**config.mk**
```make
export PLATFORM = sky130hd
export DESIGN_NAME = region_address_translator_unit
export DESIGN_NICKNAME = d
export VERILOG_FILES = /design/src/design/rat_pkg.sv /design/src/design/rat_ram.sv /design/src/design/rat_fmt.sv /design/src/design/region_address_translator_unit.sv
export SDC_FILE = /design/constraint.sdc
export NUM_CORES = 2
export LEC_CHECK = 0
export ABC_AREA = 0
export BUFFER_PORTS_ARGS = -buffer_cell sky130_fd_sc_hd__buf_2
export CAP_MARGIN = 10
export CORE_ASPECT_RATIO = 1.1
export CORE_MARGIN = 3
export CORE_UTILIZATION = 45
export DETAILED_ROUTE_END_ITERATION = 12
export PLACE_DENSITY = 0.71
export SLEW_MARGIN = 40
export SYNTH_ARGS = -nofsm -noshare
export SYNTH_HDL_FRONTEND = slang
export SYNTH_HIERARCHICAL = 1
export SYNTH_SLANG_ARGS = --single-unit
```
**constraint.sdc**
```tcl
create_clock -name clock -period 9.5 [get_ports clock]
set_clock_uncertainty 0.2 [all_clocks]
set_input_delay 0.475 -clock clock [delete_from_list [all_inputs] [get_ports clock]]
set_output_delay 0.475 -clock clock [all_outputs]
set_load 0.03 [all_outputs]
```
**src/design/rat_pkg.sv**
```systemverilog
// Types, constants and codes of the region address translator.
`default_nettype none

package rat_pkg;

   localparam int MAX_REGIONS = 16;
   localparam int IDX_W = (MAX_REGIONS > 1) ? $clog2(MAX_REGIONS) : 1;
   localparam int CNT_W = $clog2(MAX_REGIONS + 1);

   localparam logic [31:0] VIRT_BASE_START = 32'h0010_0000;
   localparam logic [31:0] VIRT_ROUND_MASK = 32'h0000_03FF;

   localparam logic OP_MAP       = 1'b0;
   localparam logic OP_TRANSLATE = 1'b1;

   localparam logic [2:0] TYPE_BYTE   = 3'd0;
   localparam logic [2:0] TYPE_SHORT  = 3'd1;
   localparam logic [2:0] TYPE_JSHORT = 3'd2;
   localparam logic [2:0] TYPE_INT    = 3'd3;
   localparam logic [2:0] TYPE_JINT   = 3'd4;

   localparam logic [2:0] STATUS_OK        = 3'd0;
   localparam logic [2:0] STATUS_BAD_SIZE  = 3'd1;
   localparam logic [2:0] STATUS_FULL      = 3'd2;
   localparam logic [2:0] STATUS_BAD_ADDR  = 3'd3;
   localparam logic [2:0] STATUS_BAD_TYPE  = 3'd4;

   typedef struct packed {
      logic              opcode;
      logic [31:0]       real_base;
      logic signed [31:0] region_size;
      logic [31:0]       virt_ptr;
      logic signed [31:0] ptr_offset;
      logic [2:0]        access_type;
      logic signed [31:0] store_value;
   } req_item_type;

   typedef struct packed {
      logic [2:0]  status;
      logic [31:0] mapped_virt_base;
      logic [31:0] real_addr;
      logic [31:0] memory_data;
      logic [2:0]  access_bytes;
      logic [31:0] advanced_ptr;
   } rsp_item_type;

   typedef struct packed {
      logic [31:0] virt_start;
      logic [31:0] real_start;
      logic [30:0] length;
   } region_entry_type;

   localparam int ENTRY_W = $bits(region_entry_type);

   typedef struct packed {
      logic        type_ok;
      logic [2:0]  bytes;
      logic [31:0] data;
   } fmt_result_type;

endpackage

`default_nettype wire

```
**src/design/rat_ram.sv**
```systemverilog
// Generic single-write, single-read RAM with registered read data.
`default_nettype none

module rat_ram #(
   parameter int WIDTH = 8,
   parameter int DEPTH = 16
) (
   input  wire logic                                          clock,
   input  wire logic                                          wr_en,
   input  wire logic [((DEPTH > 1) ? $clog2(DEPTH) : 1)-1:0] wr_addr,
   input  wire logic [WIDTH-1:0]                              wr_data,
   input  wire logic [((DEPTH > 1) ? $clog2(DEPTH) : 1)-1:0] rd_addr,
   output logic      [WIDTH-1:0]                              rd_data
);

   logic [WIDTH-1:0] mem [DEPTH];

   always_ff @(posedge clock) begin
      if (wr_en) begin
         mem[wr_addr] <= wr_data;
      end
      rd_data <= mem[rd_addr];
   end

endmodule

`default_nettype wire

```
**src/design/rat_fmt.sv**
```systemverilog
// Access sizing and write data ordering for one translate request.
`default_nettype none

module rat_fmt (
   input  wire logic [2:0]           access_type,
   input  wire logic [31:0]          store_value,
   input  wire logic                 little_endian,
   output rat_pkg::fmt_result_type   fmt
);

   always_comb begin
      fmt = '0;
      unique case (access_type)
         rat_pkg::TYPE_BYTE: begin
            fmt.type_ok = 1'b1;
            fmt.bytes   = 3'd1;
            fmt.data    = {24'h0, store_value[7:0]};
         end
         rat_pkg::TYPE_SHORT: begin
            fmt.type_ok = 1'b1;
            fmt.bytes   = 3'd2;
            fmt.data    = {16'h0, store_value[15:0]};
         end
         rat_pkg::TYPE_JSHORT: begin
            fmt.type_ok = 1'b1;
            fmt.bytes   = 3'd2;
            fmt.data    = little_endian ? {16'h0, store_value[7:0], store_value[15:8]}
                                        : {16'h0, store_value[15:0]};
         end
         rat_pkg::TYPE_INT: begin
            fmt.type_ok = 1'b1;
            fmt.bytes   = 3'd4;
            fmt.data    = store_value;
         end
         rat_pkg::TYPE_JINT: begin
            fmt.type_ok = 1'b1;
            fmt.bytes   = 3'd4;
            fmt.data    = little_endian ? {store_value[7:0], store_value[15:8],
                                           store_value[23:16], store_value[31:24]}
                                        : store_value;
         end
         default: begin
            fmt = '0;
         end
      endcase
   end

endmodule

`default_nettype wire

```
**src/design/region_address_translator_unit.sv**
```systemverilog
// Region address translator: map requests pass through ST_MAP and ST_DONE from accept to result.
// Translate requests scan the region RAM one entry per cycle in map order:
//   a hit on entry i goes on through ST_FORM, and a miss over all n regions ends
//   in a bad-address result (also on an empty table).
// One request is in flight at a time; the result register frees the input side.
// Synchronous reset empties the table, sets the next virtual base to 0x100000
// and selects a little-endian host; the region RAM itself is not cleared.
`default_nettype none

module region_address_translator_unit (
   input  wire logic                  clock,
   input  wire logic                  reset,
   input  wire logic                  req_valid,
   output logic                       req_stall,
   input  wire rat_pkg::req_item_type req_data,
   output logic                       rsp_valid,
   input  wire logic                  rsp_stall,
   output rat_pkg::rsp_item_type      rsp_data,
   input  wire logic                  csr_wr_en,
   input  wire logic                  csr_wr_data
);

   localparam logic [2:0] ST_IDLE  = 3'd0;
   localparam logic [2:0] ST_MAP   = 3'd1;
   localparam logic [2:0] ST_CHECK = 3'd2;
   localparam logic [2:0] ST_FORM  = 3'd3;
   localparam logic [2:0] ST_DONE  = 3'd4;

   logic [2:0]                    state_ff, state_in;
   rat_pkg::req_item_type         req_ff, req_in;
   logic [31:0]                   addr_ff, addr_in;
   logic [rat_pkg::CNT_W-1:0]     cnt_ff, cnt_in;
   logic [rat_pkg::CNT_W-1:0]     idx_ff, idx_in;
   logic [31:0]                   nva_ff, nva_in;
   logic                          le_ff, le_in;
   logic [31:0]                   rel_ff, rel_in;
   logic [31:0]                   rstart_ff, rstart_in;
   rat_pkg::rsp_item_type         res_ff, res_in;
   rat_pkg::rsp_item_type         rsp_ff, rsp_in;
   logic                          rsp_valid_ff, rsp_valid_in;

   logic                          wr_en;
   rat_pkg::region_entry_type     wr_entry;
   rat_pkg::region_entry_type     rd_entry;
   logic [rat_pkg::ENTRY_W-1:0]   rd_bits;
   rat_pkg::fmt_result_type       fmt;
   logic [31:0]                   size_bits;
   logic [31:0]                   rel;
   logic                          hit;
   logic [rat_pkg::CNT_W-1:0]     idx_next;

   // Entries are written only by map requests and read by later requests,
   // so a read never overlaps a pending write to the same entry.
   rat_ram #(
      .WIDTH (rat_pkg::ENTRY_W),
      .DEPTH (rat_pkg::MAX_REGIONS)
   ) u_ram (
      .clock   (clock),
      .wr_en   (wr_en),
      .wr_addr (cnt_ff[rat_pkg::IDX_W-1:0]),
      .wr_data (wr_entry),
      .rd_addr (idx_in[rat_pkg::IDX_W-1:0]),
      .rd_data (rd_bits)
   );

   assign rd_entry = rd_bits;

   rat_fmt u_fmt (
      .access_type   (req_ff.access_type),
      .store_value   (req_ff.store_value),
      .little_endian (le_ff),
      .fmt           (fmt)
   );

   assign size_bits = req_ff.region_size;
   assign rel       = addr_ff - rd_entry.virt_start;
   assign hit       = (idx_ff < cnt_ff) && (rel < {1'b0, rd_entry.length});
   assign idx_next  = idx_ff + rat_pkg::CNT_W'(1);

   assign req_stall = (state_ff != ST_IDLE);
   assign rsp_valid = rsp_valid_ff;
   assign rsp_data  = rsp_ff;

   always_comb begin
      state_in     = state_ff;
      req_in       = req_ff;
      addr_in      = addr_ff;
      cnt_in       = cnt_ff;
      idx_in       = idx_ff;
      nva_in       = nva_ff;
      le_in        = csr_wr_en ? csr_wr_data : le_ff;
      rel_in       = rel_ff;
      rstart_in    = rstart_ff;
      res_in       = res_ff;
      rsp_in       = rsp_ff;
      rsp_valid_in = rsp_valid_ff && rsp_stall;
      wr_en        = 1'b0;
      wr_entry     = '{virt_start: nva_ff, real_start: req_ff.real_base,
                       length: size_bits[30:0]};

      unique case (state_ff)
         ST_IDLE: begin
            if (req_valid) begin
               req_in  = req_data;
               addr_in = req_data.virt_ptr + req_data.ptr_offset;
               idx_in  = '0;
               state_in = (req_data.opcode == rat_pkg::OP_MAP) ? ST_MAP : ST_CHECK;
            end
         end
         ST_MAP: begin
            res_in = '0;
            priority if (size_bits[31] || size_bits == 32'h0) begin
               res_in.status = rat_pkg::STATUS_BAD_SIZE;
            end else if (cnt_ff >= rat_pkg::CNT_W'(rat_pkg::MAX_REGIONS)) begin
               res_in.status = rat_pkg::STATUS_FULL;
            end else begin
               wr_en  = 1'b1;
               cnt_in = cnt_ff + rat_pkg::CNT_W'(1);
               nva_in = (nva_ff + size_bits + rat_pkg::VIRT_ROUND_MASK)
                        & ~rat_pkg::VIRT_ROUND_MASK;
               res_in.status           = rat_pkg::STATUS_OK;
               res_in.mapped_virt_base = nva_ff;
            end
            state_in = ST_DONE;
         end
         ST_CHECK: begin
            priority if (hit) begin
               rel_in    = rel;
               rstart_in = rd_entry.real_start;
               state_in  = ST_FORM;
            end else if (idx_next >= cnt_ff) begin
               res_in              = '0;
               res_in.status       = rat_pkg::STATUS_BAD_ADDR;
               res_in.access_bytes = fmt.bytes;
               res_in.advanced_ptr = req_ff.virt_ptr + {29'h0, fmt.bytes};
               state_in            = ST_DONE;
            end else begin
               // advance to the next region in map order
               idx_in = idx_next;
            end
         end
         ST_FORM: begin
            res_in              = '0;
            res_in.status       = fmt.type_ok ? rat_pkg::STATUS_OK
                                              : rat_pkg::STATUS_BAD_TYPE;
            res_in.real_addr    = rstart_ff + rel_ff;
            res_in.memory_data  = fmt.data;
            res_in.access_bytes = fmt.bytes;
            res_in.advanced_ptr = req_ff.virt_ptr + {29'h0, fmt.bytes};
            state_in            = ST_DONE;
         end
         ST_DONE: begin
            // hold until the result register is free
            if (!rsp_valid_ff || !rsp_stall) begin
               rsp_in       = res_ff;
               rsp_valid_in = 1'b1;
               state_in     = ST_IDLE;
            end
         end
         default: begin
            state_in = ST_IDLE;
         end
      endcase
   end

   always_ff @(posedge clock) begin
      if (reset) begin
         state_ff     <= ST_IDLE;
         cnt_ff       <= '0;
         nva_ff       <= rat_pkg::VIRT_BASE_START;
         le_ff        <= 1'b1;
         rsp_valid_ff <= 1'b0;
      end else begin
         state_ff     <= state_in;
         cnt_ff       <= cnt_in;
         nva_ff       <= nva_in;
         le_ff        <= le_in;
         rsp_valid_ff <= rsp_valid_in;
      end
   end

   always_ff @(posedge clock) begin
      req_ff    <= req_in;
      addr_ff   <= addr_in;
      idx_ff    <= idx_in;
      rel_ff    <= rel_in;
      rstart_ff <= rstart_in;
      res_ff    <= res_in;
      rsp_ff    <= rsp_in;
   end

endmodule

`default_nettype wire

```
# Yosys cells after proc, flatten, opt, wreduce, memory -nomap -nowiden
# Memory sizes are Yosys's and may differ from the RTL's. A register that Yosys moved wholly into a read port is not among the register bits.
# Index checks and enable logic that the tools add are counted.
[totals]
regBits = 627
latchBits = 0
mem_bits_rw = 1360
mem_bits_ro = 0
inputBits = 170
output_inout_bits = 136
wordCells = 105
n_memories = 1
[op_classes]
addsub = 8
multipliers = 0
n_div = 0
magnitude_cmp = 4
n_eq_ne = 14
shifts = 0
n_mux = 28
bitwise = 2
reduce_logical = 20
[memory_table]
columns = ["name", "depth", "width", "rd", "rd_ports_with_merged_regs", "write_ports", "line_no", "text"]
rows = [
  ["u_ram.mem", 16, 85, 1, 1, 1, "rat_ram.sv:16", "logic [WIDTH-1:0] mem [DEPTH];"],
]
[op_table]
columns = ["op", "n"]
rows = [
  ["case mux 134 bit (3 select lines)", 1],
  ["two-way mux 134 bit", 2],
  ["case mux 36 bit (5 select lines)", 1],
  ["adder 32 bit", 3],
  ["two-way mux 32 bit", 3],
  ["adder 32 x 10 -> 32 bit, second input constant", 1],
  ["adder 32 x 3 -> 32 bit", 1],
  ["logical NOT 32 bit", 1],
  ["less-than comparator 32 x 31 -> 1 bit", 1],
  ["subtractor 32 bit", 1],
  ["two-way mux 3 bit", 6],
  ["two-way mux 16 bit", 1],
  ["two-way mux 5 bit", 3],
  ["== test 3 x 2 -> 1 bit, second input constant", 4],
  ["case mux 3 bit (4 select lines)", 1],
  ["adder 5 x 1 -> 5 bit, second input constant", 2],
  ["inequality test 2 bit, second input constant", 5],
  ["case mux 5 bit (2 select lines)", 1],
  ["AND reduction 3 bit", 3],
  ["two-way mux 1 bit", 7],
  ["== test 3 x 1 -> 1 bit, second input constant", 2],
  ["== test 3 bit, second input constant", 2],
  ["logical NOT 3 bit", 2],
  ["AND reduction 2 bit", 3],
  ["13 further kinds", 19],
]

# Depth between registers and ports, before layout
[logic_depth]
ltp_word = 6
mapped_depth = 28
ltp_nobuf = 25

# Cells and area by module
# Netlist, hierarchy kept.
[modules_own_cells]
columns = ["module", "n_inst", "cells_each", "area_per_inst_um2", "seq_area_each_um2"]
rows = [
  ["rat_ram", 1, 2434, 58692.5, 47545.6],
  ["region_address_translator_unit", 1, 1761, 23338.6, 15014.4],
  ["rat_fmt", 1, 103, 740.7, 0.0],
]

# Worst setup path after synthesis
# Ideal clock, no wire load.
[synth_path]
kind = "reg2reg"
start = "register addr_ff[0]"
end = "register res_ff[0] (netlist name) (enable)"
setup_time_ns = 0.621
t_arrival_ns = 9.328
required_ns = 8.679
path_slack_ns = -0.649
path_stages_with_launch = 22
n_path_buf = 0
period_less_slack_ns = 10.149
cell_sequence = "edfxtp_1 > inv_1 > ha_1 > inv_1 > fa_1 > a21o_1 > a21oi_1 > nand2b_1 > a21oi_1 > a21oi_1 > o21ai_0 > a21o_1 > a31o_2 > a21oi_1 > xnor2_1 > ha_1 > nand2_1 > or4_1 > o2111ai_1 > nor3_1 > o21bai_1 > nor2b_1"
[synth_between]
elab_chain_len = 5
[synth_lines]
columns = ["element", "line_no", "text"]
rows = [
  ["from (decl)", "region_address_translator_unit.sv:31", "logic [31:0] addr_ff, addr_in;"],
  ["from (signal assigned)", "region_address_translator_unit.sv:184", "addr_ff <= addr_in;"],
  ["subtractor 32 bit", "region_address_translator_unit.sv:76", "assign rel = addr_ff - rd_entry.virt_start;"],
  ["via rel[30]", "region_address_translator_unit.sv:48", "logic [31:0] rel;"],
  ["less-than comparator 32 x 31 -> 1 bit", "region_address_translator_unit.sv:77", "assign hit = (idx_ff < cnt_ff) && (rel < {1'b0, rd_entry.length});"],
  ["logical AND 1 bit", "region_address_translator_unit.sv:77", ""],
  ["inequality test 2 bit (no line)", "-", ""],
  ["AND reduction 3 bit (no line)", "-", ""],
  ["to (signal assigned)", "region_address_translator_unit.sv:188", "res_ff <= res_in;"],
  ["to (decl)", "region_address_translator_unit.sv:38", "rat_pkg::rsp_item_type res_ff, res_in;"],
]
# The timed path passes the listed nets, and every way through them passes these cells.
# A chain may end at the register's enable or synchronous reset.

# Worst setup path after layout
[layout_path]
start = "register addr_ff[1]"
end = "register u_ram.rd_data[52] (read register of u_ram.mem)"
[layout_between]
elab_chain_len = 5
[layout_lines]
columns = ["element", "line_no", "text"]
rows = [
  ["subtractor 32 bit", "region_address_translator_unit.sv:76", ""],
  ["via rel[13]", "region_address_translator_unit.sv:48", ""],
  ["less-than comparator 32 x 31 -> 1 bit", "region_address_translator_unit.sv:77", ""],
  ["logical AND 1 bit", "region_address_translator_unit.sv:77", ""],
  ["two-way mux 5 bit", "region_address_translator_unit.sv:127", "priority if (hit) begin"],
  ["case mux 5 bit (2 select lines)", "region_address_translator_unit.sv:101", "unique case (state_ff)"],
  ["via idx_in (one bit)", "region_address_translator_unit.sv:33", "logic [rat_pkg::CNT_W-1:0] idx_ff, idx_in;"],
  ["to (decl)", "rat_ram.sv:13", "output logic [WIDTH-1:0] rd_data"],
]
# The timed path passes the listed nets, and every way through them passes these cells. The select of a mux whose other input is x is not followed.

==> summary.txt <==
Clocking
  – Setup repair bufs after CTS: 0
  – Worst-path clk slew: approximately 0.070 ns
  – CTS tree: yes
  – Root buffer cell: clkbuf_16
  – Clk sinks: approximately 2100
  – Post_cts resized: 0
  – CTS Buf Count: between 150 and 200
  – CTS HTree Levels: 4
  – Maximum clock insertion buffer count: 3
  – Clk_lat worst skew: around 0.85 ns

Detailed routing
  – Via total after detailed routing: roughly 43000
  – Residual DRC: 0
  – Antenna-violating nets left: 0
  – Initial DRC Count: roughly 4600
  – Avg WL per Cell: between 20 and 30 µm
  – Initial DRT Pass Iterations: 5
  – DRT Wirelength: between 150000 and 200000 µm
  – DR vias/cell: roughly 5.7

STA
  – TNS Setup: 0 ns
  – Fmax: 0.133 GHz
  – Final hold violation count: 0
  – Unrepaired setup endpoints after global routing: no
  – Transition time of the tightest slew-check pin: 0.873 ns
  – Tcrit/Tclk final: 0.792
  – Pins Over Slew Limit: 0
  – Slew Limit Headroom: 0.418
  – Final setup vio count: 0
  – Tmin final: about 7.5 ns

Layout
  – Util after Layout: 0.531
  – Area grow syn2layout: 16.8%
  – Nets: about 5400
  – Layout cells sized above 1: 0.218

Hold path
  – Hold Crit Class: input pin to register

Synth
  – Synth warnings: 6
  – Cell variety after synth: 82
  – Flops & latches, synth: 2127
  – Post-synth ARST share: 0
  – Seq/Total Area, Yosys: 0.756
  – Most used flip-flop cell after synthesis: edfxtp_1
  – Cells after Synth: approximately 4300
  – Cell Area, Synth: about 0.083 mm²
  – Syn Area/Cell: 19.3 µm²
  – Post-synth EDFFs: 1996

Setup path
  – Worst-path cell chain: ha_1 -> nor2b_1 -> o31ai_1 -> a21boi_1 -> o21ai_0 -> a21boi_0 -> o21ai_0 -> a21boi_0 -> o21ai_0 -> nand2b_1 -> xor2_1 -> ha_1 -> a21o_1 -> a21o_1 -> a2111oi_0 -> a21oi_1 -> o31a_2 -> nand2b_4 -> o21ai_4 -> buf_12 -> buf_4 -> mux4_2 -> a22oi_1 -> nand2_1
  – R2r setup slk: between 1.5 and 2 ns
  – CP endpoint kind: register
  – CP most frequent cell: o21ai_0
  – CP peak stage delay: 0.55 ns
  – Buf/Inv on CP: 2
  – Crit Path Class: register to register
  – Crit Path Max Fanout: 53
  – Critical Path RT: roughly 10 ns
  – Critical Path AT: roughly 8 ns
  – Slowest cell on crit path: mux4_2
  – CP startpoint kind: register
  – CP delay by family, top: compound AO/OA/AOI/OAI gates

Run status
  – Status: finished, final reports clean

GRT
  – GRT Util Overall: 0.210
  – First-pass GRT wire length: a little under 300000 µm
  – Vias in the first global route: 43386
  – Gr ovfl total: 0
  – Largest net degree at the start of global routing: 136
  – Antenna violations before repair: 4

Die
  – Die height: approximately 460 µm
  – Placeable Area: 0.182 mm²
  – Die area: approximately 0.19 mm²
  – IO Pins: approximately 310
  – Row count: 164
  – Die width: 415 µm
  – Starting Density: 0.454

Place
  – HPWL Detailed: 114000 µm
  – Placer Congestion: ~0.87
  – IO Port Bufs: approximately 300

Pwr
  – Pwr Density: 232 mW/mm²
  – Max rail drop VDD: between 200 and 250 µV
  – Pleak: around 33 nW

Flow run
  – Max cap viols: 0
cell usage after synthesis (4+ instances only):
cell         n  area, µm²
a211o_1      6       52.6
a211oi_1     8       60.1
a21boi_0     6       45.0
a21o_1      61        458
a21oi_1    132        661
a221o_1      9       90.1
a22o_1      17        149
a22oi_1    199       1490
a31o_2       4       35.0
a31oi_1     12       75.1
a32oi_1      4       35.0
and2_1      21        131
and3_1      72        450
and4_1       4       35.0
buf_1       15       56.3
buf_2       28        140
buf_4       11       82.6
buf_6       23        259
clkbuf_1   100        375
dfxtp_1    131       2620
edfxtp_1  1996      59900
fa_1         4       80.1
ha_1       160       2000
inv_1      100        375
mux2_2       4       45.0
mux4_2     380       8560
nand2_1    202        758
nand2b_1    18        113
nand3_1     41        205
nand3b_1     5       37.5
nand4_1     17        106
nor2_1     150        563
nor2b_1     30        188
nor3_1      21        105
nor3b_1      4       30.0
nor4_1       8       50.1
o211ai_1     4       30.0
o21a_1      14        105
o21ai_0     60        300
o21bai_1    11       82.6
o31ai_1      9       67.6
or3_1       11       68.8
or4_1        4       30.0
xnor2_1     75        657
xor2_1      53        464
registers in the layout (all words and copies together) (netlist names), 32 cells and up:
name and cells:
rel_ff 32, addr_ff 32, req_ff 99, rsp_data 124, size_bits 32, u_ram/rd_data 95
u_ram/mem 1520, res_ff 124, rstart_ff 32
path summary, 6_finish.rpt:
check,from,to,cells past startpoint
setup reg to reg,addr_ff[1],u_ram/rd_data[52],24
hold / removal,req_data[40],addr_ff[5],3
hold reg to reg,u_ram/rd_data[35],rstart_ff[4],0
setup / recovery,addr_ff[1],u_ram/rd_data[52],24
cells in the final DEF (no fill, tap or decap), types with 53 or more instances in the layout:
| master | n |
|---|---|
| a21o_1 | 61 |
| a21oi_1 | 131 |
| a22oi_1 | 199 |
| and3_1 | 71 |
| buf_2 | 295 |
| clkbuf_16 | 201 |
| conb_1 | 170 |
| dfxtp_1 | 129 |
| dlygate4sd3_1 | 158 |
| edfxtp_1 | 1996 |
| ha_1 | 160 |
| inv_1 | 98 |
| mux4_2 | 380 |
| nand2_1 | 202 |
| nor2_1 | 136 |
| o21ai_0 | 58 |
| xnor2_1 | 73 |
| xor2_1 | 53 |
final cells by class:
class                      count  area, µm²
antenna                        2       5.00
inverter                     100        388
clock inverter               117       1370
clock buffer                 256       5400
fill                       13866      85500
timing repair buffer         538       4210
multi-input combinational   2063      19800
tap                         2407       3010
sequential                  2127      62600
what timing repair did:
action | in CTS | in global routing
setup endpoints to repair | 0 | 0
hold buffers | 158 | 0
endpoints found under the hold margin | 158 | 0
report_power, final:
| group | total, mW | switching (mW) | internal [mW] | leakage, nW |
|---|---|---|---|---|
| clock | 8.19 | 3.41 | 4.78 | 3.32 |
| sequential | 11.3 | 0.396 | 10.9 | 19.3 |
| combinational | 2.92 | 1.69 | 1.23 | 10.0 |
worst reg2reg max path, cell delays in order (launching register included):
cell and delay, ns:
edfxtp_1 0.43, ha_1 0.31, nor2b_1 0.14, o31ai_1 0.37, a21boi_1 0.18, o21ai_0 0.23
a21boi_0 0.16, o21ai_0 0.27, a21boi_0 0.17, o21ai_0 0.16, nand2b_1 0.08, xor2_1 0.48
ha_1 0.36, a21o_1 0.17, a21o_1 0.20, a2111oi_0 0.43, a21oi_1 0.15, o31a_2 0.41
nand2b_4 0.19, o21ai_4 0.50, buf_12 0.46, buf_4 0.49, mux4_2 0.56, a22oi_1 0.20
nand2_1 0.08
logic make-up (layout without fill, tap and decap cells):
group                      Yosys count  count (layout)  share of synthesized area
other                                1             172                  0.0000453
buffers and inverters              277            1011                     0.0156
muxes                              384             384                      0.104
AOI/OAI and AO/OA                  589             589                     0.0492
and+or+nand+nor                    628             628                     0.0368
DFF                               2127            2127                      0.756
adders and majority gates          164             164                     0.0252
xor gates and xnor gates           128             128                     0.0135
metrics by stage:
step	cells	total power, mW	hold WS [ns]	setup slack, ns	instance area, µm²
final	7610	22.4	0.0716	1.98	96700
after CTS	7604	22.6	0.0127	2.06	96600
after floorplan	4467	13.4	0.186	0.00361	83400
after global placement	7063	14.3	0.188	2.23	88000
after detailed placement	7073	14.3	0.189	2.18	88200
after global routing	7609	23.2	0.0570	1.45	96700
per-layer routing:
layer | wire length [µm] | track usage | vias up
met4 | 7150 | 0.0792 | 2
met3 | 15400 | 0.0328 | 320
li1 | - | - | 18666
met2 | 99300 | 0.351 | 1949
met5 | 13 | 0 | -
met1 | 78100 | 0.280 | 22246
Note: power is estimated with default switching activity, not from simulation.
